**src/design/assert_macros.svh**
```systemverilog
// Assertion macros shared by the modular exponentiation RTL.
// No dependencies; included by the modules that carry assertions.
`ifndef ASSERT_MACROS_SVH
`define ASSERT_MACROS_SVH

// Clocked assertion that is switched off while reset is asserted.
`define ASSERT_CLK(label, clk, rst_n, prop, msg) \
    label: assert property (@(posedge clk) disable iff (!rst_n) (prop)) else $error(msg);

// Clocked assertion that also holds during reset.
`define ASSERT_ALWAYS(label, clk, prop, msg) \
    label: assert property (@(posedge clk) (prop)) else $error(msg);

`endif

```
**src/design/modexp_pkg.sv**
```systemverilog
// Shared types for the modular exponentiation block.
// No dependencies; imported by modexp_mulmod and modular_exponentiation.
package modexp_pkg;

    // Status of the shared multiply-and-reduce unit.
    typedef struct packed {
        logic busy;
        logic done;
    } t_mm_status;

endpackage

```
**src/design/modexp_mulmod.sv**
```systemverilog
// Bit-serial modular multiplier: product of two residues reduced by a modulus.
// Depends on modexp_pkg and assert_macros.svh.
`include "assert_macros.svh"

module modexp_mulmod import modexp_pkg::*; #(
    parameter int W = 31
) (
    input  logic         i_clk,
    input  logic         i_rst_n,
    input  logic         i_start,
    input  logic [W-1:0] i_a,
    input  logic [W-1:0] i_b,
    input  logic [W-1:0] i_m,
    output logic [W-1:0] o_product,
    output t_mm_status   o_status
);

    localparam int CW = (W > 1) ? $clog2(W) : 1;

    logic          r_busy;
    logic          r_done;
    logic [CW-1:0] r_cnt;
    logic [W-1:0]  r_bsh;
    logic [W-1:0]  r_a;
    logic [W-1:0]  r_m;
    logic [W-1:0]  r_acc;

    logic [W+1:0]  sum;
    logic [W+1:0]  m1;
    logic [W+1:0]  m2;
    logic [W-1:0]  n_acc;

    // One multiplier bit per cycle, MSB first: acc = 2*acc + bit*a, then
    // reduce. The sum stays below 3*m, so at most 2*m is taken off.
    always_comb begin
        m1  = {2'b00, r_m};
        m2  = {1'b0, r_m, 1'b0};
        sum = {1'b0, r_acc, 1'b0} + (r_bsh[W-1] ? {2'b00, r_a} : '0);
        priority if (sum >= m2) begin
            n_acc = W'(sum - m2);
        end else if (sum >= m1) begin
            n_acc = W'(sum - m1);
        end else begin
            n_acc = sum[W-1:0];
        end
    end

    always_ff @(posedge i_clk) begin
        if (!i_rst_n) begin
            r_busy <= 1'b0;
            r_done <= 1'b0;
        end else begin
            r_done <= !i_start && r_busy && (r_cnt == '0);
            if (i_start) begin
                r_busy <= 1'b1;
                r_cnt  <= CW'(W - 1);
                r_bsh  <= i_b;
                r_a    <= i_a;
                r_m    <= i_m;
                r_acc  <= '0;
            end else if (r_busy) begin
                r_acc <= n_acc;
                r_bsh <= {r_bsh[W-2:0], 1'b0};
                if (r_cnt == '0) begin
                    r_busy <= 1'b0;
                end else begin
                    r_cnt <= r_cnt - 1'b1;
                end
            end
        end
    end

    assign o_product     = r_acc;
    assign o_status.busy = r_busy;
    assign o_status.done = r_done;

    `ASSERT_CLK(a_acc_reduced, i_clk, i_rst_n, r_busy |-> (r_acc < r_m), "accumulator not reduced")
    `ASSERT_CLK(a_done_after_busy, i_clk, i_rst_n, r_done |-> $past(r_busy), "done without a run")
    `ASSERT_CLK(a_done_idle, i_clk, i_rst_n, r_done |-> !r_busy, "done while still running")

endmodule

```
**src/design/modular_exponentiation.sv**
```systemverilog
// The multiplier runs once for the base reduction, once per set exponent bit and once per
// squaring, with one squaring per bit below the highest set one (no run at all for a
// modulus of zero or one).
// Throughput: one item at a time; the next item is taken once the result sits in the
// output register, which may still be waiting to be taken.
// Reset is synchronous and active low; it clears the sequencer and the output valid.
//
// Modular exponentiation by right-to-left square-and-multiply. The base is first
// reduced modulo the modulus by running it through the multiplier with a unit addend,
// which amounts to a restoring remainder one bit per cycle. Each exponent bit, taken
// least significant first, then costs a multiply of the running result when set, and a
// squaring of the base when higher exponent bits remain. A modulus of zero or one skips
// all work and returns zero with the error flag raised. Depends on modexp_pkg,
// modexp_mulmod and assert_macros.svh.
`include "assert_macros.svh"

module modular_exponentiation import modexp_pkg::*; #(
    parameter int OPERAND_BITS = 31
) (
    input  logic                    i_clk,
    input  logic                    i_rst_n,
    input  logic                    i_valid,
    output logic                    o_stall,
    input  logic [OPERAND_BITS-1:0] i_base_value,
    input  logic [OPERAND_BITS-1:0] i_exponent,
    input  logic [OPERAND_BITS-1:0] i_modulus,
    output logic                    o_valid,
    input  logic                    i_stall,
    output logic [OPERAND_BITS-1:0] o_power_result,
    output logic                    o_bad_modulus
);

    localparam int W = OPERAND_BITS;

    // Sequencer states.
    localparam logic [2:0] S_IDLE   = 3'd0;
    localparam logic [2:0] S_REDUCE = 3'd1;
    localparam logic [2:0] S_MUL    = 3'd2;
    localparam logic [2:0] S_SQR    = 3'd3;
    localparam logic [2:0] S_DONE   = 3'd4;

    logic [2:0]   r_state, n_state;
    logic [W-1:0] r_base, n_base;
    logic [W-1:0] r_exp, n_exp;
    logic [W-1:0] r_mod, n_mod;
    logic [W-1:0] r_res, n_res;
    logic         r_bad, n_bad;
    logic         r_out_valid;
    logic [W-1:0] r_out_power;
    logic         r_out_bad;

    logic         mm_start;
    logic [W-1:0] mm_a;
    logic [W-1:0] mm_b;
    logic [W-1:0] mm_m;
    logic [W-1:0] mm_product;
    t_mm_status   mm_status;

    logic         plan_go;
    logic [W-1:0] plan_e;
    logic [W-1:0] plan_base;
    logic         out_load;

    modexp_mulmod #(
        .W(W)
    ) u_mulmod (
        .i_clk     (i_clk),
        .i_rst_n   (i_rst_n),
        .i_start   (mm_start),
        .i_a       (mm_a),
        .i_b       (mm_b),
        .i_m       (mm_m),
        .o_product (mm_product),
        .o_status  (mm_status)
    );

    // A finished result moves to the output register once that register is free
    // or its current transfer completes in this cycle.
    assign out_load = (r_state == S_DONE) && (!r_out_valid || !i_stall);

    // The multiplier latches its modulus at start; the first start comes straight
    // from the input ports.
    assign mm_m = (r_state == S_IDLE) ? i_modulus : r_mod;

    always_comb begin
        n_state   = r_state;
        n_base    = r_base;
        n_exp     = r_exp;
        n_mod     = r_mod;
        n_res     = r_res;
        n_bad     = r_bad;
        mm_start  = 1'b0;
        mm_a      = r_res;
        mm_b      = r_base;
        plan_go   = 1'b0;
        plan_e    = r_exp;
        plan_base = r_base;

        unique case (r_state)
            S_IDLE: begin
                if (i_valid) begin
                    n_mod = i_modulus;
                    n_exp = i_exponent;
                    n_res = W'(1);
                    n_bad = 1'b0;
                    if (i_modulus < W'(2)) begin
                        n_res   = '0;
                        n_bad   = 1'b1;
                        n_state = S_DONE;
                    end else begin
                        // Reduce the base: base * 1 mod m.
                        mm_start = 1'b1;
                        mm_a     = W'(1);
                        mm_b     = i_base_value;
                        n_state  = S_REDUCE;
                    end
                end
            end
            S_REDUCE: begin
                if (mm_status.done) begin
                    n_base    = mm_product;
                    plan_go   = 1'b1;
                    plan_e    = r_exp;
                    plan_base = mm_product;
                end
            end
            S_MUL: begin
                if (mm_status.done) begin
                    n_res = mm_product;
                    if (r_exp[W-1:1] == '0) begin
                        n_state = S_DONE;
                    end else begin
                        mm_start = 1'b1;
                        mm_a     = r_base;
                        mm_b     = r_base;
                        n_state  = S_SQR;
                    end
                end
            end
            S_SQR: begin
                if (mm_status.done) begin
                    n_base    = mm_product;
                    n_exp     = r_exp >> 1;
                    plan_go   = 1'b1;
                    plan_e    = r_exp >> 1;
                    plan_base = mm_product;
                end
            end
            S_DONE: begin
                if (out_load) begin
                    n_state = S_IDLE;
                end
            end
            default: begin
                n_state = S_IDLE;
            end
        endcase

        // Work on the lowest remaining exponent bit. An exponent that has run out (or was zero
        // from the start) finishes; a set bit starts a multiply and a clear bit a squaring.
        if (plan_go) begin
            priority if (plan_e == '0) begin
                n_state = S_DONE;
            end else if (plan_e[0]) begin
                mm_start = 1'b1;
                mm_a     = r_res;
                mm_b     = plan_base;
                n_state  = S_MUL;
            end else begin
                mm_start = 1'b1;
                mm_a     = plan_base;
                mm_b     = plan_base;
                n_state  = S_SQR;
            end
        end
    end

    always_ff @(posedge i_clk) begin
        if (!i_rst_n) begin
            r_state     <= S_IDLE;
            r_out_valid <= 1'b0;
        end else begin
            r_state     <= n_state;
            r_out_valid <= (r_out_valid && i_stall) || out_load;
        end
    end

    always_ff @(posedge i_clk) begin
        r_base <= n_base;
        r_exp  <= n_exp;
        r_mod  <= n_mod;
        r_res  <= n_res;
        r_bad  <= n_bad;
        if (out_load) begin
            r_out_power <= r_res;
            r_out_bad   <= r_bad;
        end
    end

    assign o_stall        = (r_state != S_IDLE);
    assign o_valid        = r_out_valid;
    assign o_power_result = r_out_power;
    assign o_bad_modulus  = r_out_bad;

    `ASSERT_CLK(a_bad_gives_zero, i_clk, i_rst_n, (o_valid && o_bad_modulus) |-> (o_power_result == '0), "error result is not zero")
    `ASSERT_CLK(a_unit_running, i_clk, i_rst_n, (r_state == S_REDUCE || r_state == S_MUL || r_state == S_SQR) |-> (mm_status.busy || mm_status.done), "waiting on an idle multiplier")
    `ASSERT_CLK(a_start_when_free, i_clk, i_rst_n, mm_start |-> !mm_status.busy, "multiplier restarted while running")

endmodule
```
**config.mk**
```make
export PLATFORM = sky130hd
export DESIGN_NAME = modular_exponentiation
export DESIGN_NICKNAME = d
export VERILOG_FILES = /design/src/design/modexp_pkg.sv /design/src/design/modexp_mulmod.sv /design/src/design/modular_exponentiation.sv
export VERILOG_INCLUDE_DIRS = /design/src /design/src/design
export SDC_FILE = /design/constraint.sdc
export NUM_CORES = 1
export LEC_CHECK = 0
export ABC_AREA = 1
export BUFFER_PORTS_ARGS = -buffer_cell sky130_fd_sc_hd__buf_2
export CORE_ASPECT_RATIO = 0.6
export CORE_MARGIN = 3
export CORE_UTILIZATION = 40
export CTS_CLUSTER_DIAMETER = 120
export DETAILED_ROUTE_END_ITERATION = 6
export PLACE_DENSITY_LB_ADDON = 0.1
export SLEW_MARGIN = 20
export SYNTH_ARGS = -nofsm -noshare
export SYNTH_HDL_FRONTEND = slang
export SYNTH_SLANG_ARGS = --single-unit
export TNS_END_PERCENT = 1
```
**constraint.sdc**
```tcl
create_clock -name i_clk -period 11 [get_ports i_clk]
set_clock_uncertainty 0.15 [all_clocks]
set_input_delay 0.55 -clock i_clk [delete_from_list [all_inputs] [get_ports i_clk]]
set_output_delay 0.55 -clock i_clk [all_outputs]
set_load 0.02 [all_outputs]
```
==> flow_metrics.py <==
metrics = {
    "yosys": {
        "ys_ff_latch": 292,
        "yosysMostFrequentCell": "nand2_1",
        "ys_async_sr_fraction": 0,
        "synth.area.top_cells": "edfxtp_1 39%, nand2_1 16%, inv_1 7.9%",
        "netlist_area_sq_um": 19700,
        "synthFlopType": "edfxtp_1",
        "ys_warn_count": 0,
        "synth_cells": 2645,
        "synth_top_area_share": 0.388,
        "synth_area_per_cell_sq_um": 7.46,
        "synth-edff-count": 255,
        "syn_nets": 2838,
        "ys_types": 47,
        "seq_area_frac_synth": 0.425,
        "synth_largest_area_cell": "edfxtp_1",
        "yosys-top-cells-count": "832 x nand2_1, 414 x inv_1, 255 x edfxtp_1",
    },
    "timing": {
        "fmax_ghz": 0.152,
        "setup-tns-final_ns": 0,
        "tightest_slew_ns": 1.07,
        "setup_viol": 0,
        "post-route-min-period_ns": 6.58,
        "rsz0062_at_grt": "false",
        "relSlewSlack": 0.277,
        "post-route-period-util": 0.598,
        "finalHoldViolCount": 0,
        "final_max_slew_viol_count": 0,
    },
    "clock_tree": {
        "clk-insertion-delay-late_ns": 0.60,
        "cts_made_buffers": 30,
        "htreeDepth": 1,
        "cts-root-buf": "clkbuf_16",
        "clkTransAtPathRegs_ns": 0.06,
        "clkSinkCount": 292,
        "clockBufferDepth": 3,
        "post-cts-setup-buffers": 0,
        "cts_tree": "built",
    },
    "pwr": {
        "total_power_mw": 6.72,
        "p_per_area_nw_per_um2": 304,
        "vdd_ir_drop_max_v": 0.000222,
        "p_leak_nw": 10.6,
    },
    "route": {
        "via_per_inst": 5.16,
        "drtIter0Drc": 1522,
        "post_drt_wl_per_cell_microns": 18.2,
        "vias": 17700,
        "drc": 0,
        "routed_wirelength_microns": 62300,
        "antenna_left": 0,
        "drt_pass1_iterations": 7,
    },
    "floorplan": {
        "die_h_microns": 178,
        "die_w_microns": 293,
        "num_rows": 62,
        "design.portCount": 131,
        "start_util": 0.409,
        "dieArea_sq_um": 52100,
        "core_sq_um": 48300,
    },
    "flow_run": {
        "cap_violations": 0,
    },
    "global_route": {
        "grt_pass1_vias": 16500,
        "grt_start_max_net_pins": 113,
        "overflow": 0,
        "grt_pass1_wl_microns": 96400,
        "grt_util_all_layers": 0.237,
        "grt_antenna_before_repair": 2,
    },
    "placed_design": {
        "io_buffers": 130,
        "dpl.cell_count": 3346,
        "gp_congestion": 0.957,
        "hpwl_microns": 48500,
    },
    "critical_path": {
        "cp-end-kind": "register",
        "cp.required_ns": 11.14,
        "crit_type": "reg2reg",
        "critPathLaunchType": "register",
        "worstPathArrival_ns": 6.72,
        "worstPathMaxFanout": 32,
    },
    "finish": {
        "num_antenna_cells": 0,
        "area_growth_pct": 12.1,
        "finalNetCount": 2949,
        "nFillCells": 4998,
        "drive_above_1_share": 0.0813,
        "layout.cells.non_filler": 3420,
    },
    "hold_path": {
        "hold_path.class": "in2reg",
    },
    "outcome": {
        "run_status": "complete, no violations",
    },
}
[placed cells by master (no fill, tap or decap), types with 4 or more instances in the layout]
| master | n |
|---|---|
| o21ai_1 | 35 |
| nor2_1 | 176 |
| a21oi_1 | 135 |
| buf_2 | 130 |
| a21o_1 | 7 |
| nor4_1 | 10 |
| ha_1 | 93 |
| xnor2_1 | 26 |
| nand4_1 | 21 |
| bufinv_16 | 4 |
| buf_4 | 17 |
| clkinv_2 | 10 |
| clkinv_1 | 8 |
| dlygate4sd3_1 | 16 |
| a31oi_1 | 5 |
| o21bai_1 | 19 |
| xor2_1 | 41 |
| and3_1 | 4 |
| o21ai_0 | 191 |
| o211ai_1 | 36 |
| nor3_1 | 19 |
| dfxtp_1 | 37 |
| nand2_2 | 4 |
| inv_2 | 7 |
| inv_1 | 413 |
| a21boi_0 | 5 |
| o21a_1 | 5 |
| edfxtp_1 | 255 |
| nand3_1 | 123 |
| nand3b_1 | 5 |
| clkbuf_16 | 30 |
| nand2_1 | 829 |
| o22ai_1 | 31 |
[sequential cells by signal, indices dropped and copies added (netlist names), 3 cells and up]
name	flops
o_power_result	31
r_base	31
r_exp	31
r_mod	31
r_res	31
u_mulmod.o_product	31
u_mulmod.r_a	31
u_mulmod.r_bsh	31
u_mulmod.r_m	31
u_mulmod.r_cnt	5
r_state	3
[what timing repair did]
item	in CTS	in global routing
hold buffers	16	0
endpoints found under the setup margin	0	0
endpoints found under the hold margin	16	0
resized for setup	0	0
[layer usage]
metal,global-route usage,wire [microns],up-vias
met5,0,0,-
met4,0.0369,874,0
met3,0.0562,4990,57
met2,0.335,24400,543
met1,0.369,32000,8189
li1,-,-,8868
[per-stage QoR]
| step | hold slack (ns) | util | worst slack [ns] | area [sq um] |
|---|---|---|---|---|
| 2_1_floorplan | 0.250 | - | 6.29 | 19700 |
| 3_3_place_gp | 0.285 | 0.433 | 3.57 | 20900 |
| 3_5_place_dp | 0.281 | 0.433 | 3.53 | 20900 |
| 4_1_cts | 0.000927 | 0.457 | 3.50 | 22100 |
| 5_1_grt | 0.00597 | 0.458 | 3.80 | 22100 |
| 6_report | 0.0430 | 0.458 | 4.42 | 22100 |
[path summary, 6_finish.rpt]
path              cells after the start  slack [ns]                              endpoint                          from
hold / removal                        1        0.04                   r_mod[28]$_DFFE_PP_                 i_modulus[28]
setup reg to reg                     27        4.42  u_mulmod.o_product[25]$_SDFFCE_PN0P_  u_mulmod.r_bsh[30]$_DFFE_PP_
hold reg to reg                       0        0.30           o_power_result[8]$_DFFE_PP_        r_res[8]$_SDFFCE_PN0P_
setup / recovery                     27        4.42  u_mulmod.o_product[25]$_SDFFCE_PN0P_  u_mulmod.r_bsh[30]$_DFFE_PP_
[cells by family (layout without fill, tap and decap cells)]
kind of cell               after synthesis  in the layout  synth area share
and+or+nand+nor                       1207           1207             0.247
buffers and inverters                  508            643             0.103
AOI/OAI and AO/OA                      475            475             0.133
DFF                                    292            292             0.425
adders and majority gates               96             96            0.0620
xor gates and xnor gates                67             67            0.0297
[critical path, stage by stage, from the launching register on]
cell      delay (ns)
edfxtp_1        0.61
buf_8           0.26
nand2_1         0.06
inv_1           0.05
ha_1            0.20
fa_1            0.40
nand2_1         0.08
nand2_1         0.06
and2_1          0.16
nand3_1         0.07
nand2_1         0.14
nand2_1         0.10
nand2_1         0.10
nand3_1         0.10
nand2_1         0.11
xor2_1          0.21
ha_1            0.37
nand2_1         0.12
nor2_1          0.27
nand2_1         0.18
nor4_1          0.85
a21oi_1         0.16
nand2_1         0.14
nand2_2         0.36
nand3_2         0.64
nand2_1         0.10
nand3_1         0.14
a21oi_1         0.08
[layout make-up]
type / instances / area (sq um) / area share
clock buffer: 30 / 751 / 0.0339
clock inverter: 26 / 259 / 0.0117
inverter: 422 / 1590 / 0.0718
multi-input combinational: 1845 / 9350 / 0.423
sequential: 292 / 8400 / 0.380
tap: 640 / 801 / 0.0362
timing repair buffer: 165 / 973 / 0.0440
[report_power, final]
group / total [mW] / switching, mW / leakage (nW) / internal, mW
Sequential: 1.56 / 0.122 / 2.73 / 1.44
Combinational: 4.10 / 2.81 / 7.33 / 1.29
Clock: 1.06 / 0.462 / 0.499 / 0.596
Total: 6.72 / 3.40 / 10.6 / 3.33
Note: power is estimated with default switching activity, not from simulation.
